File: src/design/btrn_pkg.sv
`timescale 1ns / 1ps
`default_nettype none

package btrn_pkg;

	localparam int VALUE_W     = 12;
	localparam int SYMBOL_W    = 7;
	localparam int DIGITS      = 4;
	localparam int DIGIT_W     = 4;
	localparam int QUEUE_DEPTH = 2;

	localparam logic [VALUE_W-1:0] VALUE_MIN = 12'd1;
	localparam logic [VALUE_W-1:0] VALUE_MAX = 12'd3999;

	localparam logic [SYMBOL_W-1:0] SYM_NONE = 7'd0;
	localparam logic [SYMBOL_W-1:0] SYM_I    = 7'd73;
	localparam logic [SYMBOL_W-1:0] SYM_V    = 7'd86;
	localparam logic [SYMBOL_W-1:0] SYM_X    = 7'd88;
	localparam logic [SYMBOL_W-1:0] SYM_L    = 7'd76;
	localparam logic [SYMBOL_W-1:0] SYM_C    = 7'd67;
	localparam logic [SYMBOL_W-1:0] SYM_D    = 7'd68;
	localparam logic [SYMBOL_W-1:0] SYM_M    = 7'd77;

	typedef struct packed {
		logic                            err;
		logic [DIGITS-1:0][DIGIT_W-1:0]  dig;
	} btrn_item_t;

	typedef enum logic [1:0] {
		FRONT_IDLE,
		FRONT_DIV,
		FRONT_PUSH
	} btrn_front_state_t;

	// characters in the numeral of one decimal digit
	function automatic logic [2:0] digit_len(input logic [DIGIT_W-1:0] d);
		logic [2:0] n;
		unique case (d)
			4'd0:    n = 3'd0;
			4'd1:    n = 3'd1;
			4'd2:    n = 3'd2;
			4'd3:    n = 3'd3;
			4'd4:    n = 3'd2;
			4'd5:    n = 3'd1;
			4'd6:    n = 3'd2;
			4'd7:    n = 3'd3;
			4'd8:    n = 3'd4;
			4'd9:    n = 3'd2;
			default: n = 3'd0;
		endcase
		return n;
	endfunction

	function automatic logic [SYMBOL_W-1:0] digit_char(input logic [1:0] pos,
		input logic [DIGIT_W-1:0] d, input logic [1:0] k);
		logic [SYMBOL_W-1:0] one;
		logic [SYMBOL_W-1:0] five;
		logic [SYMBOL_W-1:0] ten;
		logic [SYMBOL_W-1:0] c;
		unique case (pos)
			2'd3: begin one = SYM_M; five = SYM_NONE; ten = SYM_NONE; end
			2'd2: begin one = SYM_C; five = SYM_D;    ten = SYM_M;    end
			2'd1: begin one = SYM_X; five = SYM_L;    ten = SYM_C;    end
			default: begin one = SYM_I; five = SYM_V; ten = SYM_X;    end
		endcase
		if (d == 4'd4)
			c = (k == 2'd0) ? one : five;
		else if (d == 4'd9)
			c = (k == 2'd0) ? one : ten;
		else if (d >= 4'd5)
			c = (k == 2'd0) ? five : one;
		else
			c = one;
		return c;
	endfunction

	// highest position below limit holding a nonzero digit
	function automatic logic [1:0] next_nz(input logic [DIGITS-1:0][DIGIT_W-1:0] dig,
		input logic [2:0] limit);
		logic [1:0] p;
		p = 2'd0;
		for (int i = 0; i < DIGITS; i++) begin
			if (3'(i) < limit && dig[i] != '0)
				p = 2'(i);
		end
		return p;
	endfunction

	function automatic logic any_nz(input logic [DIGITS-1:0][DIGIT_W-1:0] dig,
		input logic [2:0] limit);
		logic a;
		a = 1'b0;
		for (int i = 0; i < DIGITS; i++) begin
			if (3'(i) < limit && dig[i] != '0)
				a = 1'b1;
		end
		return a;
	endfunction

endpackage

`default_nettype wire

File: src/design/btrn_front.sv
`timescale 1ns / 1ps
`default_nettype none

module btrn_front (
	input  wire                              clk,
	input  wire                              arst_n,
	input  wire                              in_valid,
	output logic                             in_ready,
	input  wire  [btrn_pkg::VALUE_W-1:0]     value,
	output logic                             push_valid,
	input  wire                              push_ready,
	output btrn_pkg::btrn_item_t             push_item
);
	import btrn_pkg::*;

	btrn_front_state_t              state_q, state_d;
	logic [VALUE_W-1:0]             rem_q;
	logic [1:0]                     step_q;
	logic [DIGITS-1:0][DIGIT_W-1:0] dig_q;
	logic                           err_q;

	logic [VALUE_W+1:0]             weight;
	logic [DIGIT_W-1:0]             cnt;
	logic [VALUE_W+1:0]             sub;
	logic [VALUE_W-1:0]             rem_next;
	logic                           take;

	always_comb begin
		unique case (step_q)
			2'd0:    weight = 14'd1000;
			2'd1:    weight = 14'd100;
			default: weight = 14'd10;
		endcase
	end

	always_comb begin
		cnt = '0;
		for (int j = 1; j < 10; j++) begin
			if ({2'b00, rem_q} >= 14'(j) * weight)
				cnt = 4'(j);
		end
		sub      = 14'(cnt) * weight;
		rem_next = rem_q - sub[VALUE_W-1:0];
	end

	always_comb begin
		state_d    = state_q;
		in_ready   = 1'b0;
		push_valid = 1'b0;
		take       = 1'b0;
		unique case (state_q)
			FRONT_IDLE: begin
				in_ready = 1'b1;
				if (in_valid) begin
					take    = 1'b1;
					state_d = (value < VALUE_MIN || value > VALUE_MAX) ? FRONT_PUSH
						: FRONT_DIV;
				end
			end
			FRONT_DIV: begin
				if (step_q == 2'd2)
					state_d = FRONT_PUSH;
			end
			FRONT_PUSH: begin
				push_valid = 1'b1;
				if (push_ready)
					state_d = FRONT_IDLE;
			end
			default: state_d = FRONT_IDLE;
		endcase
	end

	always_ff @(posedge clk or negedge arst_n) begin
		if (!arst_n) begin
			state_q <= FRONT_IDLE;
			step_q  <= '0;
		end else begin
			state_q <= state_d;
			if (take)
				step_q <= '0;
			else if (state_q == FRONT_DIV)
				step_q <= step_q + 2'd1;
		end
	end

	always_ff @(posedge clk) begin
		if (take) begin
			rem_q <= value;
			err_q <= (value < VALUE_MIN || value > VALUE_MAX);
		end else if (state_q == FRONT_DIV) begin
			dig_q[2'd3 - step_q] <= cnt;
			rem_q                <= rem_next;
			if (step_q == 2'd2)
				dig_q[0] <= rem_next[DIGIT_W-1:0];
		end
	end

	assign push_item.err = err_q;
	assign push_item.dig = dig_q;

endmodule

`default_nettype wire

File: src/design/btrn_fifo.sv
`timescale 1ns / 1ps
`default_nettype none

module btrn_fifo #(
	parameter int DEPTH = btrn_pkg::QUEUE_DEPTH
) (
	input  wire                   clk,
	input  wire                   arst_n,
	input  wire                   push_valid,
	output logic                  push_ready,
	input  btrn_pkg::btrn_item_t  push_item,
	output logic                  pop_valid,
	input  wire                   pop_ready,
	output btrn_pkg::btrn_item_t  pop_item
);
	import btrn_pkg::*;

	localparam int PTR_W = (DEPTH > 1) ? $clog2(DEPTH) : 1;
	localparam int CNT_W = $clog2(DEPTH + 1);

	btrn_item_t         mem [DEPTH];
	logic [PTR_W-1:0]   wr_ptr_q;
	logic [PTR_W-1:0]   rd_ptr_q;
	logic [CNT_W-1:0]   cnt_q;
	logic               do_push;
	logic               do_pop;

	assign push_ready = cnt_q != CNT_W'(DEPTH);
	assign pop_valid  = cnt_q != '0;
	assign do_push    = push_valid && push_ready;
	assign do_pop     = pop_valid && pop_ready;
	assign pop_item   = mem[rd_ptr_q];

	always_ff @(posedge clk or negedge arst_n) begin
		if (!arst_n) begin
			wr_ptr_q <= '0;
			rd_ptr_q <= '0;
			cnt_q    <= '0;
		end else begin
			if (do_push)
				wr_ptr_q <= (wr_ptr_q == PTR_W'(DEPTH - 1)) ? '0 : wr_ptr_q + 1'b1;
			if (do_pop)
				rd_ptr_q <= (rd_ptr_q == PTR_W'(DEPTH - 1)) ? '0 : rd_ptr_q + 1'b1;
			if (do_push && !do_pop)
				cnt_q <= cnt_q + 1'b1;
			else if (do_pop && !do_push)
				cnt_q <= cnt_q - 1'b1;
		end
	end

	always_ff @(posedge clk) begin
		if (do_push)
			mem[wr_ptr_q] <= push_item;
	end

endmodule

`default_nettype wire

File: src/design/btrn_back.sv
`timescale 1ns / 1ps
`default_nettype none

module btrn_back (
	input  wire                              clk,
	input  wire                              arst_n,
	input  wire                              pop_valid,
	output logic                             pop_ready,
	input  btrn_pkg::btrn_item_t             pop_item,
	output logic                             out_valid,
	input  wire                              out_ready,
	output logic [btrn_pkg::SYMBOL_W-1:0]    symbol,
	output logic                             last,
	output logic                             error
);
	import btrn_pkg::*;

	logic                           busy_q;
	logic                           err_q;
	logic [DIGITS-1:0][DIGIT_W-1:0] dig_q;
	logic [1:0]                     pos_q;
	logic [1:0]                     k_q;

	logic                           out_valid_q;
	logic [SYMBOL_W-1:0]            symbol_q;
	logic                           last_q;
	logic                           error_q;

	logic [DIGIT_W-1:0]             cur_dig;
	logic                           dig_end;
	logic                           cur_last;
	logic [SYMBOL_W-1:0]            cur_sym;
	logic                           advance;

	assign cur_dig  = dig_q[pos_q];
	assign dig_end  = {1'b0, k_q} == digit_len(cur_dig) - 3'd1;
	assign cur_last = err_q || (dig_end && !any_nz(dig_q, {1'b0, pos_q}));
	assign cur_sym  = err_q ? SYM_NONE : digit_char(pos_q, cur_dig, k_q);
	assign advance  = busy_q && (!out_valid_q || out_ready);
	assign pop_ready = !busy_q || (advance && cur_last);

	always_ff @(posedge clk or negedge arst_n) begin
		if (!arst_n) begin
			busy_q      <= 1'b0;
			out_valid_q <= 1'b0;
		end else begin
			if (pop_valid && pop_ready)
				busy_q <= 1'b1;
			else if (advance && cur_last)
				busy_q <= 1'b0;
			if (advance)
				out_valid_q <= 1'b1;
			else if (out_ready)
				out_valid_q <= 1'b0;
		end
	end

	always_ff @(posedge clk) begin
		if (pop_valid && pop_ready) begin
			err_q <= pop_item.err;
			dig_q <= pop_item.dig;
			pos_q <= next_nz(pop_item.dig, 3'd4);
			k_q   <= '0;
		end else if (advance) begin
			if (dig_end) begin
				pos_q <= next_nz(dig_q, {1'b0, pos_q});
				k_q   <= '0;
			end else begin
				k_q <= k_q + 2'd1;
			end
		end
		if (advance) begin
			symbol_q <= cur_sym;
			last_q   <= cur_last;
			error_q  <= err_q;
		end
	end

	assign out_valid = out_valid_q;
	assign symbol    = symbol_q;
	assign last      = last_q;
	assign error     = error_q;

endmodule

`default_nettype wire

File: src/design/binary_to_roman_numeral.sv
`timescale 1ns / 1ps
`default_nettype none

// Channel  Handshake             Payload
// input    in_valid / in_ready   value[11:0]
// output   out_valid / out_ready symbol[6:0], last, error
//
// The front takes a value, splits it into decimal digits from thousands down to units and
// hands it to the queue; an out-of-range value skips the split.
// The back sends one character per cycle while out_ready is held high, and sends an
// out-of-range value as one error beat.
// arst_n clears the sequencer, queue pointers and output valid; nothing is in flight.
// A stalled output holds the back; the queue lets the front keep taking values until it fills.

module binary_to_roman_numeral #(
	parameter int QUEUE_DEPTH = btrn_pkg::QUEUE_DEPTH
) (
	input  wire                              clk,
	input  wire                              arst_n,
	input  wire                              in_valid,
	output logic                             in_ready,
	input  wire  [btrn_pkg::VALUE_W-1:0]     value,
	output logic                             out_valid,
	input  wire                              out_ready,
	output logic [btrn_pkg::SYMBOL_W-1:0]    symbol,
	output logic                             last,
	output logic                             error
);
	import btrn_pkg::*;

	logic       push_valid;
	logic       push_ready;
	btrn_item_t push_item;
	logic       pop_valid;
	logic       pop_ready;
	btrn_item_t pop_item;

	btrn_front u_front (
		.clk        (clk),
		.arst_n     (arst_n),
		.in_valid   (in_valid),
		.in_ready   (in_ready),
		.value      (value),
		.push_valid (push_valid),
		.push_ready (push_ready),
		.push_item  (push_item)
	);

	btrn_fifo #(
		.DEPTH (QUEUE_DEPTH)
	) u_fifo (
		.clk        (clk),
		.arst_n     (arst_n),
		.push_valid (push_valid),
		.push_ready (push_ready),
		.push_item  (push_item),
		.pop_valid  (pop_valid),
		.pop_ready  (pop_ready),
		.pop_item   (pop_item)
	);

	btrn_back u_back (
		.clk        (clk),
		.arst_n     (arst_n),
		.pop_valid  (pop_valid),
		.pop_ready  (pop_ready),
		.pop_item   (pop_item),
		.out_valid  (out_valid),
		.out_ready  (out_ready),
		.symbol     (symbol),
		.last       (last),
		.error      (error)
	);

	a_err_beat: assert property (@(posedge clk) disable iff (!arst_n)
		out_valid && error |-> symbol == SYM_NONE && last)
		else $error("error beat carries a symbol or is not last");

	a_sym_legal: assert property (@(posedge clk) disable iff (!arst_n)
		out_valid && !error |-> symbol == SYM_I || symbol == SYM_V || symbol == SYM_X
			|| symbol == SYM_L || symbol == SYM_C || symbol == SYM_D || symbol == SYM_M)
		else $error("numeral beat with an illegal symbol");

	a_front_busy: assert property (@(posedge clk) disable iff (!arst_n)
		in_valid && in_ready |=> !in_ready)
		else $error("front took a value while converting");

endmodule

`default_nettype wire

File: config.mk
export PLATFORM = sky130hd
export DESIGN_NAME = binary_to_roman_numeral
export DESIGN_NICKNAME = d
export VERILOG_FILES = /design/src/design/btrn_pkg.sv /design/src/design/btrn_front.sv /design/src/design/btrn_fifo.sv /design/src/design/btrn_back.sv /design/src/design/binary_to_roman_numeral.sv
export SDC_FILE = /design/constraint.sdc
export NUM_CORES = 1
export LEC_CHECK = 0
export BUFFER_PORTS_ARGS = -buffer_cell sky130_fd_sc_hd__buf_2
export CAP_MARGIN = 20
export CORE_MARGIN = 4
export CORE_UTILIZATION = 52
export CTS_BUF_LIST = sky130_fd_sc_hd__clkbuf_16
export CTS_CLUSTER_DIAMETER = 40
export DETAILED_ROUTE_END_ITERATION = 10
export HOLD_SLACK_MARGIN = 0.03
export PLACE_DENSITY = 0.67
export SYNTH_ARGS = -nofsm -noshare
export SYNTH_HDL_FRONTEND = slang
export SYNTH_SLANG_ARGS = --single-unit
File: constraint.sdc
create_clock -name clk -period 9.1 [get_ports clk]
set_input_delay 1.82 -clock clk [delete_from_list [all_inputs] [get_ports clk]]
set_output_delay 1.82 -clock clk [all_outputs]
set_load 0.03 [all_outputs]
==> report_table.html <==
<table>
<tr><th>Metric</th><th>Value</th></tr>
<tr><th colspan="2">Setup path</th></tr>
<tr><td>Start-to-end type of the worst setup path</td><td>flop to flop</td></tr>
<tr><td>Capturing element type of the critical path</td><td>flop</td></tr>
<tr><td>Maximum fanout along the worst path</td><td>15</td></tr>
<tr><td>Startpoint Class</td><td>flop</td></tr>
<tr><td>Required @ worst endpoint</td><td>9.19 ns</td></tr>
<tr><td>Arrival time at the worst endpoint</td><td>8.01 ns</td></tr>
<tr><th colspan="2">Logic synthesis</th></tr>
<tr><td>Synthesized area</td><td>7260 sq um</td></tr>
<tr><td>Largest cells by area after synthesis</td><td>sky130_fd_sc_hd__edfxtp_1, sky130_fd_sc_hd__ha_1, sky130_fd_sc_hd__fa_1, sky130_fd_sc_hd__inv_1, sky130_fd_sc_hd__dfrtp_1</td></tr>
<tr><td>Dominant cell type by area after synthesis</td><td>sky130_fd_sc_hd__edfxtp_1</td></tr>
<tr><td>Gate count of the mapped netlist</td><td>683</td></tr>
<tr><td>Yosys top cell area share</td><td>37.2%</td></tr>
<tr><td>Most used flip-flop cell after synthesis</td><td>sky130_fd_sc_hd__edfxtp_1</td></tr>
<tr><td>Sequential cell area fraction in the yosys report</td><td>41.2%</td></tr>
<tr><td>Post-synth net total</td><td>805</td></tr>
<tr><td>Count of state elements after synthesis</td><td>102</td></tr>
<tr><td>Count of cell types in the netlist</td><td>75</td></tr>
<tr><td>Mean cell area of the mapped netlist</td><td>10.6 sq um</td></tr>
<tr><td>Fraction of synthesis flops using an asynchronous set or reset pin</td><td>9.80%</td></tr>
<tr><td>Warning count from the yosys run</td><td>0</td></tr>
<tr><td>Count of flip-flops with a built-in enable after synthesis</td><td>90</td></tr>
<tr><th colspan="2">Place</th></tr>
<tr><td>Final estimated routing congestion in global placement</td><td>0.876</td></tr>
<tr><td>Input/output buffers</td><td>25</td></tr>
<tr><td>Total instance count after detailed placement</td><td>870</td></tr>
<tr><td>Place WS</td><td>1.26 ns</td></tr>
<tr><td>Detailed-placement wirelength estimate</td><td>13100 um</td></tr>
<tr><th colspan="2">Die</th></tr>
<tr><td>Std-Cell Rows</td><td>42</td></tr>
<tr><td>Die Footprint</td><td>15900 sq um</td></tr>
<tr><td>Die Span X</td><td>126 um</td></tr>
<tr><td>Core Region</td><td>13500 sq um</td></tr>
<tr><td>Vert. Die Dim</td><td>126 um</td></tr>
<tr><td>Initial cell density of the core</td><td>54.0%</td></tr>
<tr><td>Number of I/O pins</td><td>27</td></tr>
<tr><th colspan="2">Global routing</th></tr>
<tr><td>Vias in the first global route</td><td>5256</td></tr>
<tr><td>Residual overflow from global routing</td><td>0</td></tr>
<tr><td>Number of antenna violations at the first check in global routing</td><td>0</td></tr>
<tr><td>Wire length of the first global-routing pass</td><td>27500 um</td></tr>
<tr><td>Total Routing Usage GR</td><td>21.9%</td></tr>
<tr><td>Maximum number of pins on one net before global-route repair</td><td>21</td></tr>
<tr><th colspan="2">Finish</th></tr>
<tr><td>Layout-stage area growth over the synthesis result</td><td>8.29%</td></tr>
<tr><td>Post-route insts no fill</td><td>887</td></tr>
<tr><td>Number of antenna cells inserted</td><td>0</td></tr>
<tr><td>Top library cells by usage in the layout, fill and taps aside</td><td>sky130_fd_sc_hd__edfxtp_1, sky130_fd_sc_hd__ha_1, sky130_fd_sc_hd__inv_1, sky130_fd_sc_hd__nor2_1, sky130_fd_sc_hd__nand2_1</td></tr>
<tr><td>Net count of the finished layout</td><td>828</td></tr>
<tr><td>Fraction of layout cells with a size suffix above 1</td><td>11.5%</td></tr>
<tr><td>Most common cell after layout, fill and taps aside</td><td>sky130_fd_sc_hd__edfxtp_1</td></tr>
<tr><th colspan="2">Clock network</th></tr>
<tr><td>Post-CTS Hold Fix Bufs</td><td>0</td></tr>
<tr><td>Gates resized, CTS repair</td><td>0</td></tr>
<tr><td>CTS Buf Count</td><td>9</td></tr>
<tr><td>H-tree lvl count</td><td>3</td></tr>
<tr><td>Clock tree from TritonCTS</td><td>done</td></tr>
<tr><td>Clock transition at the registers of the reported paths</td><td>0.07 ns</td></tr>
<tr><td>Clock Path Buffers</td><td>2</td></tr>
<tr><td>Post-CTS Setup Bufs</td><td>0</td></tr>
<tr><td>Clk_lat worst skew</td><td>0.35 ns</td></tr>
<tr><td>Cell at the root of the clock tree</td><td>sky130_fd_sc_hd__clkbuf_16</td></tr>
<tr><td>Sinks on Clock Net</td><td>102</td></tr>
<tr><th colspan="2">Drt</th></tr>
<tr><td>Total via count in the routed design</td><td>5164</td></tr>
<tr><td>DRT Pass-1 Iters</td><td>5</td></tr>
<tr><td>Avg WL per Cell</td><td>19.0 um</td></tr>
<tr><td>Post-route DRC</td><td>0</td></tr>
<tr><td>Detailed router's first-iteration violation count</td><td>490</td></tr>
<tr><td>Detailed-route vias per instance</td><td>5.82</td></tr>
<tr><td>Sum of routed wire length over all layers</td><td>16800 um</td></tr>
<tr><td>Count of antenna-violating nets left after detailed routing</td><td>0</td></tr>
<tr><th colspan="2">Timing</th></tr>
<tr><td>Worst-case headroom to the max-slew limit</td><td>46.3%</td></tr>
<tr><td>Tmin final</td><td>7.92 ns</td></tr>
<tr><td>Setup tns final</td><td>0 ns</td></tr>
<tr><td>Final Setup Violations</td><td>0</td></tr>
<tr><td>Post-route fraction of the period consumed by the critical path</td><td>87.0%</td></tr>
<tr><td>Worst Setup Slack, final</td><td>1.18 ns</td></tr>
<tr><td>Final clock skew</td><td>0.00588 ns</td></tr>
<tr><td>Transition time at the pin with the least slew margin</td><td>0.805 ns</td></tr>
<tr><td>Unrepaired setup endpoints after global routing</td><td>false</td></tr>
<tr><td>Highest attainable clock frequency</td><td>126 MHz</td></tr>
<tr><td>Count of final hold-check violations</td><td>0</td></tr>
<tr><td>Final-report max-slew violation count</td><td>0</td></tr>
<tr><th colspan="2">Run status</th></tr>
<tr><td>Status</td><td>finished clean</td></tr>
<tr><th colspan="2">Hold path</th></tr>
<tr><td>Min-Delay Path Class</td><td>flop to flop</td></tr>
<tr><th colspan="2">Run</th></tr>
<tr><td>Max-capacitance violation count</td><td>0</td></tr>
</table>
[final cells by class]
cell class | instances | area (sq um)
fill | 1124 | 5590
multi-input combinational | 486 | 3890
sequential | 102 | 2990
inverter | 80 | 303
clock buffer | 9 | 225
tap | 176 | 220
timing repair buffer | 27 | 140
clock inverter | 7 | 87.6
[synthesized netlist by cell type (all sizes together), types with 3 or more instances]
| cell | instances |
|---|---|
| a211oi | 8 |
| a21o | 9 |
| a21oi | 37 |
| a22o | 5 |
| a31oi | 7 |
| and2 | 9 |
| buf | 7 |
| clkbuf | 8 |
| dfrtp | 10 |
| edfxtp | 90 |
| fa | 17 |
| ha | 89 |
| inv | 79 |
| mux2 | 19 |
| mux2i | 4 |
| mux4 | 4 |
| nand2 | 51 |
| nand2b | 9 |
| nand3 | 9 |
| nand3b | 3 |
| nand4 | 7 |
| nor2 | 56 |
| nor2b | 10 |
| nor3 | 16 |
| nor3b | 6 |
| nor4 | 6 |
| o2111ai | 3 |
| o211ai | 6 |
| o21a | 10 |
| o21ai | 23 |
| o31ai | 4 |
| or2 | 3 |
| xnor2 | 12 |
| xor2 | 7 |
[worst max-delay path: stages (launching register included)]
cell and delay [ns]:
sky130_fd_sc_hd__dfrtp_1 0.41, sky130_fd_sc_hd__inv_1 0.12, sky130_fd_sc_hd__ha_1 0.36, sky130_fd_sc_hd__inv_1 0.46, sky130_fd_sc_hd__ha_1 0.56, sky130_fd_sc_hd__clkinv_1 0.40
sky130_fd_sc_hd__ha_1 0.33, sky130_fd_sc_hd__nor3_1 0.19, sky130_fd_sc_hd__nand3_1 0.10, sky130_fd_sc_hd__a221o_1 0.31, sky130_fd_sc_hd__a31oi_1 0.35, sky130_fd_sc_hd__nand2_1 0.38
sky130_fd_sc_hd__a21oi_2 0.48, sky130_fd_sc_hd__nand2_1 0.14, sky130_fd_sc_hd__fa_1 0.43, sky130_fd_sc_hd__fa_1 0.49, sky130_fd_sc_hd__inv_1 0.06, sky130_fd_sc_hd__fa_1 0.52
sky130_fd_sc_hd__inv_1 0.04, sky130_fd_sc_hd__ha_1 0.33, sky130_fd_sc_hd__o21a_1 0.12, sky130_fd_sc_hd__o31a_1 0.13, sky130_fd_sc_hd__o31ai_1 0.37, sky130_fd_sc_hd__nand2b_1 0.10
sky130_fd_sc_hd__a21oi_1 0.21, sky130_fd_sc_hd__xor2_1 0.17, sky130_fd_sc_hd__o21ai_0 0.09
[metal layers]
layer | up-vias | GRT usage, % | wire, um
met1 | 2484 | 29.1 | 7450
met4 | 0 | 7.57 | 457
met2 | 136 | 36.1 | 8110
met5 | - | 0 | 0
li1 | 2506 | - | -
met3 | 38 | 4.28 | 825
[final timing paths]
| kind | startpoint | to | slack (ns) | cells past startpoint |
|---|---|---|---|---|
| max reg2reg | u_front.step_q[0]$_DFFE_PN0P_ | u_front.rem_q[9]$_DFFE_PP_ | 1.18 | 26 |
| min reg2reg | u_front.push_item[15]$_DFFE_PP_ | u_fifo.mem[0][15]$_DFFE_PP_ | 0.45 | 0 |
| max in group asynchronous | arst_n | u_front.state_q[1]$_DFFE_PN0P_ | 7.56 | 1 |
| max | u_front.step_q[0]$_DFFE_PN0P_ | u_front.rem_q[9]$_DFFE_PP_ | 1.18 | 26 |
| min in group asynchronous | arst_n | u_front.step_q[0]$_DFFE_PN0P_ | 1.33 | 1 |
| min | u_front.push_item[15]$_DFFE_PP_ | u_fifo.mem[0][15]$_DFFE_PP_ | 0.45 | 0 |
[through the flow]
| step | hold slack, ns | util (%) | cell area (sq um) |
|---|---|---|---|
| 4_1_cts | 0.449 | 58.4 | 7860 |
| 5_1_grt | 0.458 | 58.4 | 7860 |
| 3_5_place_dp | 0.432 | 56.1 | 7540 |
| 2_1_floorplan | 0.421 | - | 7260 |
| 6_report | 0.450 | 58.4 | 7860 |
| 3_3_place_gp | 0.429 | 56.1 | 7540 |
[registers in the layout, summed over array words and instances (netlist names), 2 cells and up]
| register | cells |
|---|---|
| u_front.state_q | 2 |
| u_back.dig_q | 16 |
| u_back.k_q | 2 |
| u_fifo.cnt_q | 2 |
| u_fifo.mem | 34 |
| u_front.push_item | 16 |
| u_back.symbol | 6 |
| u_front.step_q | 2 |
| u_front.rem_q | 12 |
| u_back.pos_q | 2 |
[logic make-up after synthesis]
logic type	synth area share, %
muxes	4.79
AOI/OAI and AO/OA	13.1
other	0.0516
and+or+nand+nor	13.3
buffers and inverters	5.15
DFF	41.2
adders and majority gates	20.0
xor gates and xnor gates	2.29
Power is not shown: default switching activity piles up to over one toggle a cycle in this logic, so the estimate is an artifact.
